===== src/rtl/mtrr_pkg.sv =====
package mtrr_pkg;

   // Sizes of the range register sets.
   localparam int NUM_VAR_RANGES = 8;
   localparam int PAGE_SHIFT = 12;
   localparam int FIXED_WORDS = 11;
   localparam int VAR_IDX_W = (NUM_VAR_RANGES > 1) ? $clog2(NUM_VAR_RANGES) : 1;
   localparam int VAR_CNT_W = $clog2(NUM_VAR_RANGES + 1);
   localparam int PAGE_HI_W = 64 - PAGE_SHIFT;

   // Bit of a variable mask that enables the range.
   localparam int ENABLE_BIT = 11;

   // Limits of the fixed-range regions.
   localparam logic [63:0] FIXED_64K_LIMIT = 64'h0000_0000_0008_0000;
   localparam logic [63:0] FIXED_16K_LIMIT = 64'h0000_0000_000c_0000;
   localparam logic [63:0] FIXED_4K_LIMIT = 64'h0000_0000_0010_0000;
   localparam logic [63:0] GRAN_64K_MASK = 64'h0000_0000_0000_ffff;
   localparam logic [63:0] GRAN_16K_MASK = 64'h0000_0000_0000_3fff;
   localparam logic [63:0] GRAN_4K_MASK = 64'h0000_0000_0000_0fff;
   localparam logic [63:0] ALL_ONES = 64'hffff_ffff_ffff_ffff;

   // Request codes.
   localparam logic [1:0] REQ_LOAD_FIXED = 2'd0;
   localparam logic [1:0] REQ_LOAD_VAR = 2'd1;
   localparam logic [1:0] REQ_LOOKUP = 2'd2;

   // Configuration register indexes.
   localparam logic CSR_DEFAULT_TYPE = 1'b0;
   localparam logic CSR_VAR_COUNT = 1'b1;

   typedef struct packed {
      logic [1:0]  req_type;
      logic [3:0]  entry_index;
      logic [63:0] word_or_base;
      logic [63:0] range_mask;
      logic [63:0] phys_addr;
   } mtrr_req_type;

   typedef struct packed {
      logic [7:0]  mem_type;
      logic [63:0] next_boundary;
   } mtrr_rsp_type;

   // What one variable range contributes to a lookup.
   typedef struct packed {
      logic        valid;
      logic        bound_valid;
      logic [63:0] bound;
      logic        hit;
      logic [7:0]  mem_type;
   } mtrr_cand_type;

endpackage


===== src/rtl/mtrr_memory_type_lookup.sv =====
// Load items take effect at the edge that accepts them; they give no result and keep busy low.
// A lookup below 1 MiB keeps busy high only in S_FIXED, then gives its result on the strobe.
// Other lookups walk the variable pairs in use in S_WALK, ending once no pair is left to
// issue or in the range unit, which checks one pair per cycle with a two-step pipeline.
// The next item is accepted in the cycle the result strobe shows; the receiver cannot stall.
// Synchronous active-high reset zeroes the control registers, the CSRs and all range words.
module mtrr_memory_type_lookup
   import mtrr_pkg::*;
(
   input  logic         clock,
   input  logic         reset,
   input  logic         start,
   output logic         busy,
   input  mtrr_req_type req_data,
   output logic         rsp_strobe,
   output mtrr_rsp_type rsp_data,
   input  logic         csr_we,
   input  logic         csr_index,
   input  logic [7:0]   csr_wdata
);

   localparam logic [1:0] S_IDLE = 2'd0;
   localparam logic [1:0] S_FIXED = 2'd1;
   localparam logic [1:0] S_WALK = 2'd2;

   localparam logic [1:0] REGION_64K = 2'd0;
   localparam logic [1:0] REGION_16K = 2'd1;
   localparam logic [1:0] REGION_4K = 2'd2;

   logic [1:0]           state_ff, state_in;
   logic [1:0]           region_ff, region_in;
   logic [63:0]          addr_ff, addr_in;
   logic [VAR_CNT_W-1:0] cnt_ff, cnt_in;
   logic [VAR_CNT_W-1:0] limit_ff, limit_in;
   logic [63:0]          next_ff, next_in;
   logic [7:0]           type_ff, type_in;
   logic                 hit_ff, hit_in;
   logic                 rsp_strobe_ff, rsp_strobe_in;
   mtrr_rsp_type         rsp_data_ff, rsp_data_in;
   logic [7:0]           default_type_ff;
   logic [3:0]           var_count_ff;

   logic [63:0]          fixed_words_ff [FIXED_WORDS];
   logic [63:0]          var_base_ff [NUM_VAR_RANGES];
   logic [63:0]          var_mask_ff [NUM_VAR_RANGES];

   logic                 accept;
   logic                 issue;
   logic [VAR_IDX_W-1:0] slot;
   logic [3:0]           word_idx;
   logic [2:0]           byte_sel;
   logic [63:0]          gran_mask;
   logic [63:0]          fixed_word;
   mtrr_cand_type        cand;

   assign accept = start && !busy;
   assign busy = (state_ff != S_IDLE);
   assign slot = cnt_ff[VAR_IDX_W-1:0];
   assign issue = (state_ff == S_WALK) && (cnt_ff < limit_ff);
   assign rsp_strobe = rsp_strobe_ff;
   assign rsp_data = rsp_data_ff;

   // Shared range unit, fed one variable pair per cycle.
   mtrr_range_unit u_range (
      .clock      (clock),
      .reset      (reset),
      .issue      (issue),
      .phys_addr  (addr_ff),
      .entry_base (var_base_ff[slot]),
      .entry_mask (var_mask_ff[slot]),
      .cand       (cand)
   );

   // Configuration registers.
   always_ff @(posedge clock) begin
      if (reset) begin
         default_type_ff <= '0;
         var_count_ff <= '0;
      end else if (csr_we) begin
         unique case (csr_index)
            CSR_DEFAULT_TYPE: default_type_ff <= csr_wdata;
            CSR_VAR_COUNT:    var_count_ff <= csr_wdata[3:0];
            default:          default_type_ff <= default_type_ff;
         endcase
      end
   end

   // Range words, written by load items.
   always_ff @(posedge clock) begin
      if (reset) begin
         for (int i = 0; i < FIXED_WORDS; i++) begin
            fixed_words_ff[i] <= '0;
         end
         for (int i = 0; i < NUM_VAR_RANGES; i++) begin
            var_base_ff[i] <= '0;
            var_mask_ff[i] <= '0;
         end
      end else if (accept) begin
         if (req_data.req_type == REQ_LOAD_FIXED && 32'(req_data.entry_index) < FIXED_WORDS) begin
            fixed_words_ff[req_data.entry_index] <= req_data.word_or_base;
         end
         if (req_data.req_type == REQ_LOAD_VAR
             && 32'(req_data.entry_index) < NUM_VAR_RANGES) begin
            var_base_ff[VAR_IDX_W'(req_data.entry_index)] <= req_data.word_or_base;
            var_mask_ff[VAR_IDX_W'(req_data.entry_index)] <= req_data.range_mask;
         end
      end
   end

   // Fixed-range word and byte selection from the latched address.
   always_comb begin
      unique case (region_ff)
         REGION_64K: begin
            word_idx = 4'd0;
            byte_sel = addr_ff[18:16];
            gran_mask = GRAN_64K_MASK;
         end
         REGION_16K: begin
            word_idx = 4'd1 + {3'd0, addr_ff[17]};
            byte_sel = addr_ff[16:14];
            gran_mask = GRAN_16K_MASK;
         end
         default: begin
            word_idx = 4'd3 + {1'b0, addr_ff[17:15]};
            byte_sel = addr_ff[14:12];
            gran_mask = GRAN_4K_MASK;
         end
      endcase
      fixed_word = fixed_words_ff[word_idx];
   end

   // Sequencer: latch a lookup, read a fixed word or walk the pairs and fold in their bounds.
   always_comb begin
      state_in = state_ff;
      region_in = region_ff;
      addr_in = addr_ff;
      cnt_in = cnt_ff;
      limit_in = limit_ff;
      next_in = next_ff;
      type_in = type_ff;
      hit_in = hit_ff;
      rsp_strobe_in = 1'b0;
      rsp_data_in = rsp_data_ff;

      unique case (state_ff)
         S_IDLE: begin
            if (accept && req_data.req_type == REQ_LOOKUP) begin
               addr_in = req_data.phys_addr;
               cnt_in = '0;
               next_in = ALL_ONES;
               type_in = '0;
               hit_in = 1'b0;
               limit_in = (32'(var_count_ff) > NUM_VAR_RANGES) ?
                          VAR_CNT_W'(NUM_VAR_RANGES) : VAR_CNT_W'(var_count_ff);
               if (req_data.phys_addr < FIXED_64K_LIMIT) begin
                  region_in = REGION_64K;
                  state_in = S_FIXED;
               end else if (req_data.phys_addr < FIXED_16K_LIMIT) begin
                  region_in = REGION_16K;
                  state_in = S_FIXED;
               end else if (req_data.phys_addr < FIXED_4K_LIMIT) begin
                  region_in = REGION_4K;
                  state_in = S_FIXED;
               end else begin
                  state_in = S_WALK;
               end
            end
         end
         S_FIXED: begin
            rsp_strobe_in = 1'b1;
            rsp_data_in.mem_type = fixed_word[{byte_sel, 3'b000} +: 8];
            rsp_data_in.next_boundary = (addr_ff | gran_mask) + 64'd1;
            state_in = S_IDLE;
         end
         S_WALK: begin
            if (issue) begin
               cnt_in = cnt_ff + VAR_CNT_W'(1);
            end
            if (cand.bound_valid && cand.bound < next_ff) begin
               next_in = cand.bound;
            end
            if (cand.hit && (!hit_ff || cand.mem_type < type_ff)) begin
               type_in = cand.mem_type;
               hit_in = 1'b1;
            end
            if (!issue && !cand.valid) begin
               rsp_strobe_in = 1'b1;
               rsp_data_in.mem_type = hit_ff ? type_ff : default_type_ff;
               rsp_data_in.next_boundary = next_ff;
               state_in = S_IDLE;
            end
         end
         default: begin
            state_in = S_IDLE;
         end
      endcase
   end

   // Control registers.
   always_ff @(posedge clock) begin
      if (reset) begin
         state_ff <= S_IDLE;
         rsp_strobe_ff <= 1'b0;
         cnt_ff <= '0;
         limit_ff <= '0;
      end else begin
         state_ff <= state_in;
         rsp_strobe_ff <= rsp_strobe_in;
         cnt_ff <= cnt_in;
         limit_ff <= limit_in;
      end
   end

   // Lookup payload registers.
   always_ff @(posedge clock) begin
      region_ff <= region_in;
      addr_ff <= addr_in;
      next_ff <= next_in;
      type_ff <= type_in;
      hit_ff <= hit_in;
      rsp_data_ff <= rsp_data_in;
   end

`ifndef SYNTH
   // A result strobe is never held high in consecutive cycles.
   a_strobe_single: assert property (@(posedge clock) disable iff (reset)
      rsp_strobe |=> !rsp_strobe)
      else $error("result strobe held for two cycles");

   // An accepted lookup makes the block busy.
   a_lookup_busy: assert property (@(posedge clock) disable iff (reset)
      (accept && req_data.req_type == REQ_LOOKUP) |=> busy)
      else $error("lookup accepted without going busy");

   // The walk never passes the number of pairs in use.
   a_walk_bound: assert property (@(posedge clock) disable iff (reset)
      (state_ff == S_WALK) |-> (cnt_ff <= limit_ff))
      else $error("walk counter passed its limit");

   // The range unit only holds a pair while a walk is in progress.
   a_unit_in_walk: assert property (@(posedge clock) disable iff (reset)
      cand.valid |-> (state_ff == S_WALK))
      else $error("range unit active outside a walk");
`endif

endmodule


===== src/rtl/mtrr_range_unit.sv =====
module mtrr_range_unit
   import mtrr_pkg::*;
(
   input  logic          clock,
   input  logic          reset,
   input  logic          issue,
   input  logic [63:0]   phys_addr,
   input  logic [63:0]   entry_base,
   input  logic [63:0]   entry_mask,
   output mtrr_cand_type cand
);

   logic                 valid_ff;
   logic                 enabled_ff;
   logic                 below_ff;
   logic                 match_ff;
   logic                 no_end_ff;
   logic [63:0]          base_ff;
   logic [63:0]          size_ff;
   logic [7:0]           type_ff;

   logic [PAGE_HI_W-1:0] mask_hi;
   logic [PAGE_HI_W-1:0] low_bit;
   logic [63:0]          base_pg;
   logic [63:0]          diff;
   logic [64:0]          sum;
   logic [63:0]          range_end;

   // First step: page-aligned base, position compare, match test and range size.
   always_comb begin
      mask_hi = entry_mask[63:PAGE_SHIFT];
      low_bit = mask_hi & (~mask_hi + PAGE_HI_W'(1));
      base_pg = {entry_base[63:PAGE_SHIFT], PAGE_SHIFT'(0)};
      diff = (phys_addr ^ entry_base) & entry_mask;
   end

   always_ff @(posedge clock) begin
      if (reset) begin
         valid_ff <= 1'b0;
      end else begin
         valid_ff <= issue;
      end
   end

   always_ff @(posedge clock) begin
      enabled_ff <= entry_mask[ENABLE_BIT];
      below_ff <= (phys_addr < base_pg);
      match_ff <= (diff[63:PAGE_SHIFT] == '0);
      no_end_ff <= (mask_hi == '0);
      base_ff <= base_pg;
      size_ff <= {low_bit, PAGE_SHIFT'(0)};
      type_ff <= entry_base[7:0];
   end

   // Second step: range end, saturated at the top of the address space, and the candidate outputs.
   always_comb begin
      sum = {1'b0, base_ff} + {1'b0, size_ff};
      range_end = (no_end_ff || sum[64]) ? ALL_ONES : sum[63:0];
      cand.valid = valid_ff;
      cand.bound_valid = valid_ff && enabled_ff && (below_ff || match_ff);
      cand.bound = below_ff ? base_ff : range_end;
      cand.hit = valid_ff && enabled_ff && !below_ff && match_ff;
      cand.mem_type = type_ff;
   end

endmodule

===== config.mk =====
export PLATFORM = sky130hd
export DESIGN_NAME = mtrr_memory_type_lookup
export DESIGN_NICKNAME = d
export VERILOG_FILES = /design/src/rtl/mtrr_pkg.sv /design/src/rtl/mtrr_memory_type_lookup.sv /design/src/rtl/mtrr_range_unit.sv
export SDC_FILE = /design/constraint.sdc
export NUM_CORES = 2
export LEC_CHECK = 0
export BUFFER_PORTS_ARGS = -buffer_cell sky130_fd_sc_hd__buf_2
export CAP_MARGIN = 20
export CORE_MARGIN = 4
export CORE_UTILIZATION = 50
export CTS_CLUSTER_DIAMETER = 30
export DETAILED_ROUTE_END_ITERATION = 10
export PLACE_DENSITY = 0.75
export RECOVER_POWER = 100
export SLEW_MARGIN = 20
export SYNTH_ARGS = -nofsm -noshare
export SYNTH_HDL_FRONTEND = slang
export SYNTH_SLANG_ARGS = --single-unit

===== constraint.sdc =====
create_clock -name clock -period 6.09 [get_ports clock]
set_clock_uncertainty 0.1 [all_clocks]
set_input_delay 1.218 -clock clock [delete_from_list [all_inputs] [get_ports clock]]
set_output_delay 1.218 -clock clock [all_outputs]
set_load 0.05 [all_outputs]

==> summary.md <==
| Metric | Value |
|---|---|
| Clock Tree Root | `clkbuf_16` |
| Met1 Track Usage GR | `0.368` |
| PD cells | `approximately 350 nW/um^2` |
| Fraction of layout cells with a size suffix above 1 | `0.149` |
| Syn avg cell area | `12.1 sq um` |
| Clock sinks | `2249` |
| Vias per inst | `5.96` |
| Crit Path Class | `in2reg` |
| DRC viols | `0` |
| Hold EP | `default_type_ff[6]` |
| Area growth syn-to-layout | `20.4%` |
| Row count | `~170` |
| Global route hottest layer | `met2` |
| FF-to-FF path depth | `26` |
| Synthesized area | `102000 sq um` |
| Minimum clock period | `6.14 ns` |
| Total GRT Usage | `0.295` |
| GRT overflow | `0` |
| Routed len/inst | `26.1 um` |
| Dpl hpwl | `191000 um` |
| Gate Count Post-Synth | `8435` |
| Final Non-Filler Cells | `12207` |
| Slew HR | `-1.49` |
| Worst Tran Pin Value | `around 3.7 ns` |
| Initial Util | `0.504` |
| # port buffers | `261` |
| Total vias in the final route | `72795` |
| Min setup slack post-route | `-0.0457 ns` |
| Max Cap Viol | `41` |
| Routed Antenna Nets | `0` |
| Worst Path Arrival | `6.58 ns` |
| Type of origin of the critical path | `primary input` |
| Synth warnings | `0` |
| IO Pins | `285` |
| Clock Path Buffers | `4` |
| Endpoints failing hold | `0` |
| RSZ-0062 raised after global routing | `no` |
| Cell variety after synth | `95` |
| Seq cells post-synth | `about 2200` |
| Setup_tns | `-0.513 ns` |
| Drt total wl | `between 300000 and 400000 um` |
| Final setup fails | `30` |
| Fmax | `0.163 GHz` |
| Die area | `212000 sq um` |
| H-tree depth | `5` |
| Reg2reg setup slack | `0.15 ns` |
| Die X-Extent | `between 400 and 500 um` |
| Status | `complete, but fails checks` |
| Hold Crit Class | `reg2reg` |
| Lkg Pwr | `between 0.04 and 0.05 uW` |
| Initial drt markers | `9526` |
| RR Startpoint | `u_range.base_ff[35]` |
| First-pass GRT wire length | `462000 um` |
| EDFF count, synth | `2042` |
| Synth async-reset ratio | `0` |
| Clock slew at reported path FFs | `0.05 ns` |
| Hold path depth | `2` |
| Final period util | `1.01` |
| Final instance area | `123000 sq um` |
| Worst Setup End Kind | `register` |
| Largest net degree at the start of global routing | `114` |
| TritonCTS Buffers | `439` |
| Critical-path maximum fanout | `44` |
| Met3 usage | `0.0657` |
| Core area | `between 200000 and 250000 sq um` |
| Fillers | `15018` |
| Area after DPL | `108000 sq um` |
| Data required, critical path | `6.54 ns` |
| Cells after DPL | `11354` |
| RePlAce Congestion | `0.967` |
| Die Ht | `460 um` |
| R2R Path End | `next_ff[11]` |
| Met2 Track Usage GR | `0.473` |
| Number of global-route vias before repair | `approximately 73000` |
| First-pass iteration count of the detailed router | `9` |
| Net count reported at finish | `9520` |
| Initial antenna violation count | `66` |
| Peak VDD IR | `between 0.0003 and 0.0004 V` |
| Max-slew violations | `1933` |
| Hold Crit Start | `default_type_ff[6]` |
| Cts hold-fix bufs | `0` |
| CTS tree | `yes` |
| Violated checks | `capacitance limit, slew limit, setup timing` |
| Sequential cell area fraction in the yosys report | `0.640` |
| Clock latency on the worst-skew pair | `around 0.99 ns` |
| Top FF cell, synth | `edfxtp_1` |
==> cell type report <==
class | count | area, sq um | area share
sequential | 2249 | 65500 | 0.532
inverter | 210 | 788 | 0.00640
timing repair buffer | 532 | 3360 | 0.0273
antenna | 40 | 100 | 0.000813
clock inverter | 294 | 3340 | 0.0271
clock buffer | 508 | 11500 | 0.0934
tap | 2672 | 3340 | 0.0272
multi-input combinational | 5702 | 35200 | 0.286
==> synthesized netlist by cell type (6+ instances only) <==
library cell	n	area [sq um]
nor3_1	113	566
mux2_2	15	169
a22oi_1	38	285
buf_2	32	160
nand4_1	46	288
inv_1	210	788
a211oi_1	7	52.6
a31oi_1	31	194
edfxtp_1	2042	61300
o21ai_0	170	851
nor2_1	880	3300
nand2_1	1266	4750
mux4_2	226	5090
nor3b_1	21	158
nand3_1	377	1890
nor4_1	27	169
o21bai_1	7	52.6
buf_1	61	229
o22ai_1	41	257
and3_1	90	563
buf_6	6	67.6
a21o_1	65	488
dfxtp_1	207	4140
xor2_1	55	482
xnor2_1	42	368
ha_1	174	2180
o21a_1	13	97.6
a221oi_1	8	70.1
nand2b_1	60	375
a311oi_1	112	981
a2bb2oi_2	16	240
clkbuf_1	481	1810
o211ai_1	7	52.6
and2_1	923	5770
or2_2	12	75.1
mux2i_1	140	1400
buf_4	12	90.1
a21oi_1	294	1470
nor2b_1	20	125
==> worst max-delay path: stages <==
cell      delay, ns
clkbuf_1       0.82
nand2b_1       0.56
nor2_1         0.13
nand3_1        1.38
nand2b_2       1.49
buf_4          0.84
==> cell families (layout without fill, tap and decap cells) <==
group           after synthesis  after routing  share of synthesized area
compound gates              858            858                     0.0545
fa+ha+maj                   175            175                     0.0215
mux                         383            383                     0.0654
buf+inv                     803           1544                     0.0309
other cells                   1            360                  0.0000367
simple gates               3869           3869                      0.179
flops                      2249           2249                      0.640
xor+xnor                     97             97                    0.00831
==> where the power goes <==
| part | total [uW] | internal, uW | leakage (uW) | switching, uW |
|---|---|---|---|---|
| Sequential | 17600 | 17400 | 0.0221 | 199 |
| Clock | 24100 | 16100 | 0.00718 | 7980 |
| Combinational | 1820 | 504 | 0.0166 | 1320 |
| Total | 43500 | 34000 | 0.0459 | 9490 |
==> through the flow <==
stage | hold WS, ns | setup slack [ns] | total power (uW) | utilization
after CTS | 0.305 | 0.00245 | 43600 | 0.609
after detailed placement | 0.348 | -0.122 | 19700 | 0.535
after floorplan | 0.332 | 0.204 | 18800 | -
final | 0.360 | -0.0457 | 43500 | 0.607
after global placement | 0.344 | -0.184 | 19600 | 0.535
after global routing | 0.322 | 0.0205 | 44500 | 0.607
==> timing repair <==
action                                  CTS  global route
setup buffers                             6             3
hold endpoints to repair                  0             0
gates resized for setup                  18            23
endpoints found under the setup margin   53            53
cloned                                    3             2
pin swaps                                 4            20
==> flip-flops by register name (all words and copies together), names as in the netlist, 8 cells and up, named ones only <==
name / flops
var_base_ff: 480
u_range.size_ff: 52
addr_ff: 52
rsp_data: 62
u_range.base_ff: 52
var_mask_ff: 424
fixed_words_ff: 1024
default_type_ff: 8
next_ff: 53
type_ff: 8
u_range.type_ff: 8
==> layout by cell type, fill, tap and decap left out, drive strengths merged, types with 42 or more instances in the layout <==
cell type,netlist,final
edfxtp,2042,2042
nand2,1268,1268
and2,923,923
nor2,881,881
clkbuf,481,689
nand3,378,378
buf,112,351
conb,1,320
a21oi,294,294
inv,210,230
mux4,226,226
dfxtp,207,207
o21ai,175,175
ha,174,174
clkinv,0,167
mux2i,142,142
nor3,114,114
a311oi,113,113
and3,90,90
a21o,65,65
bufinv,0,63
nand2b,60,60
xor2,55,55
nand4,47,47
clkinvlp,0,44
xnor2,42,42
==> worst max-delay path by stage <==
stage,start,endpoint,slack (ns),depth (start not counted)
final,reset,fixed_words_ff[5][14],-0.05,6
after global routing,u_range.size_ff[12],next_ff[29],0.02,28
after CTS,u_range.base_ff[30],next_ff[34],0.002,27
after detailed placement,u_range.base_ff[30],next_ff[13],-0.12,27
after global placement,u_range.base_ff[31],next_ff[13],-0.18,27
after floorplan,u_range.base_ff[31],next_ff[11],0.20,23
==> per-layer routing <==
metal	vias to the layer above	routed length, um
met5	-	80
met4	12	20100
met3	999	35700
li1	31360	-
met1	35614	113000
met2	4810	149000
Note: power is estimated with default switching activity, not from simulation.
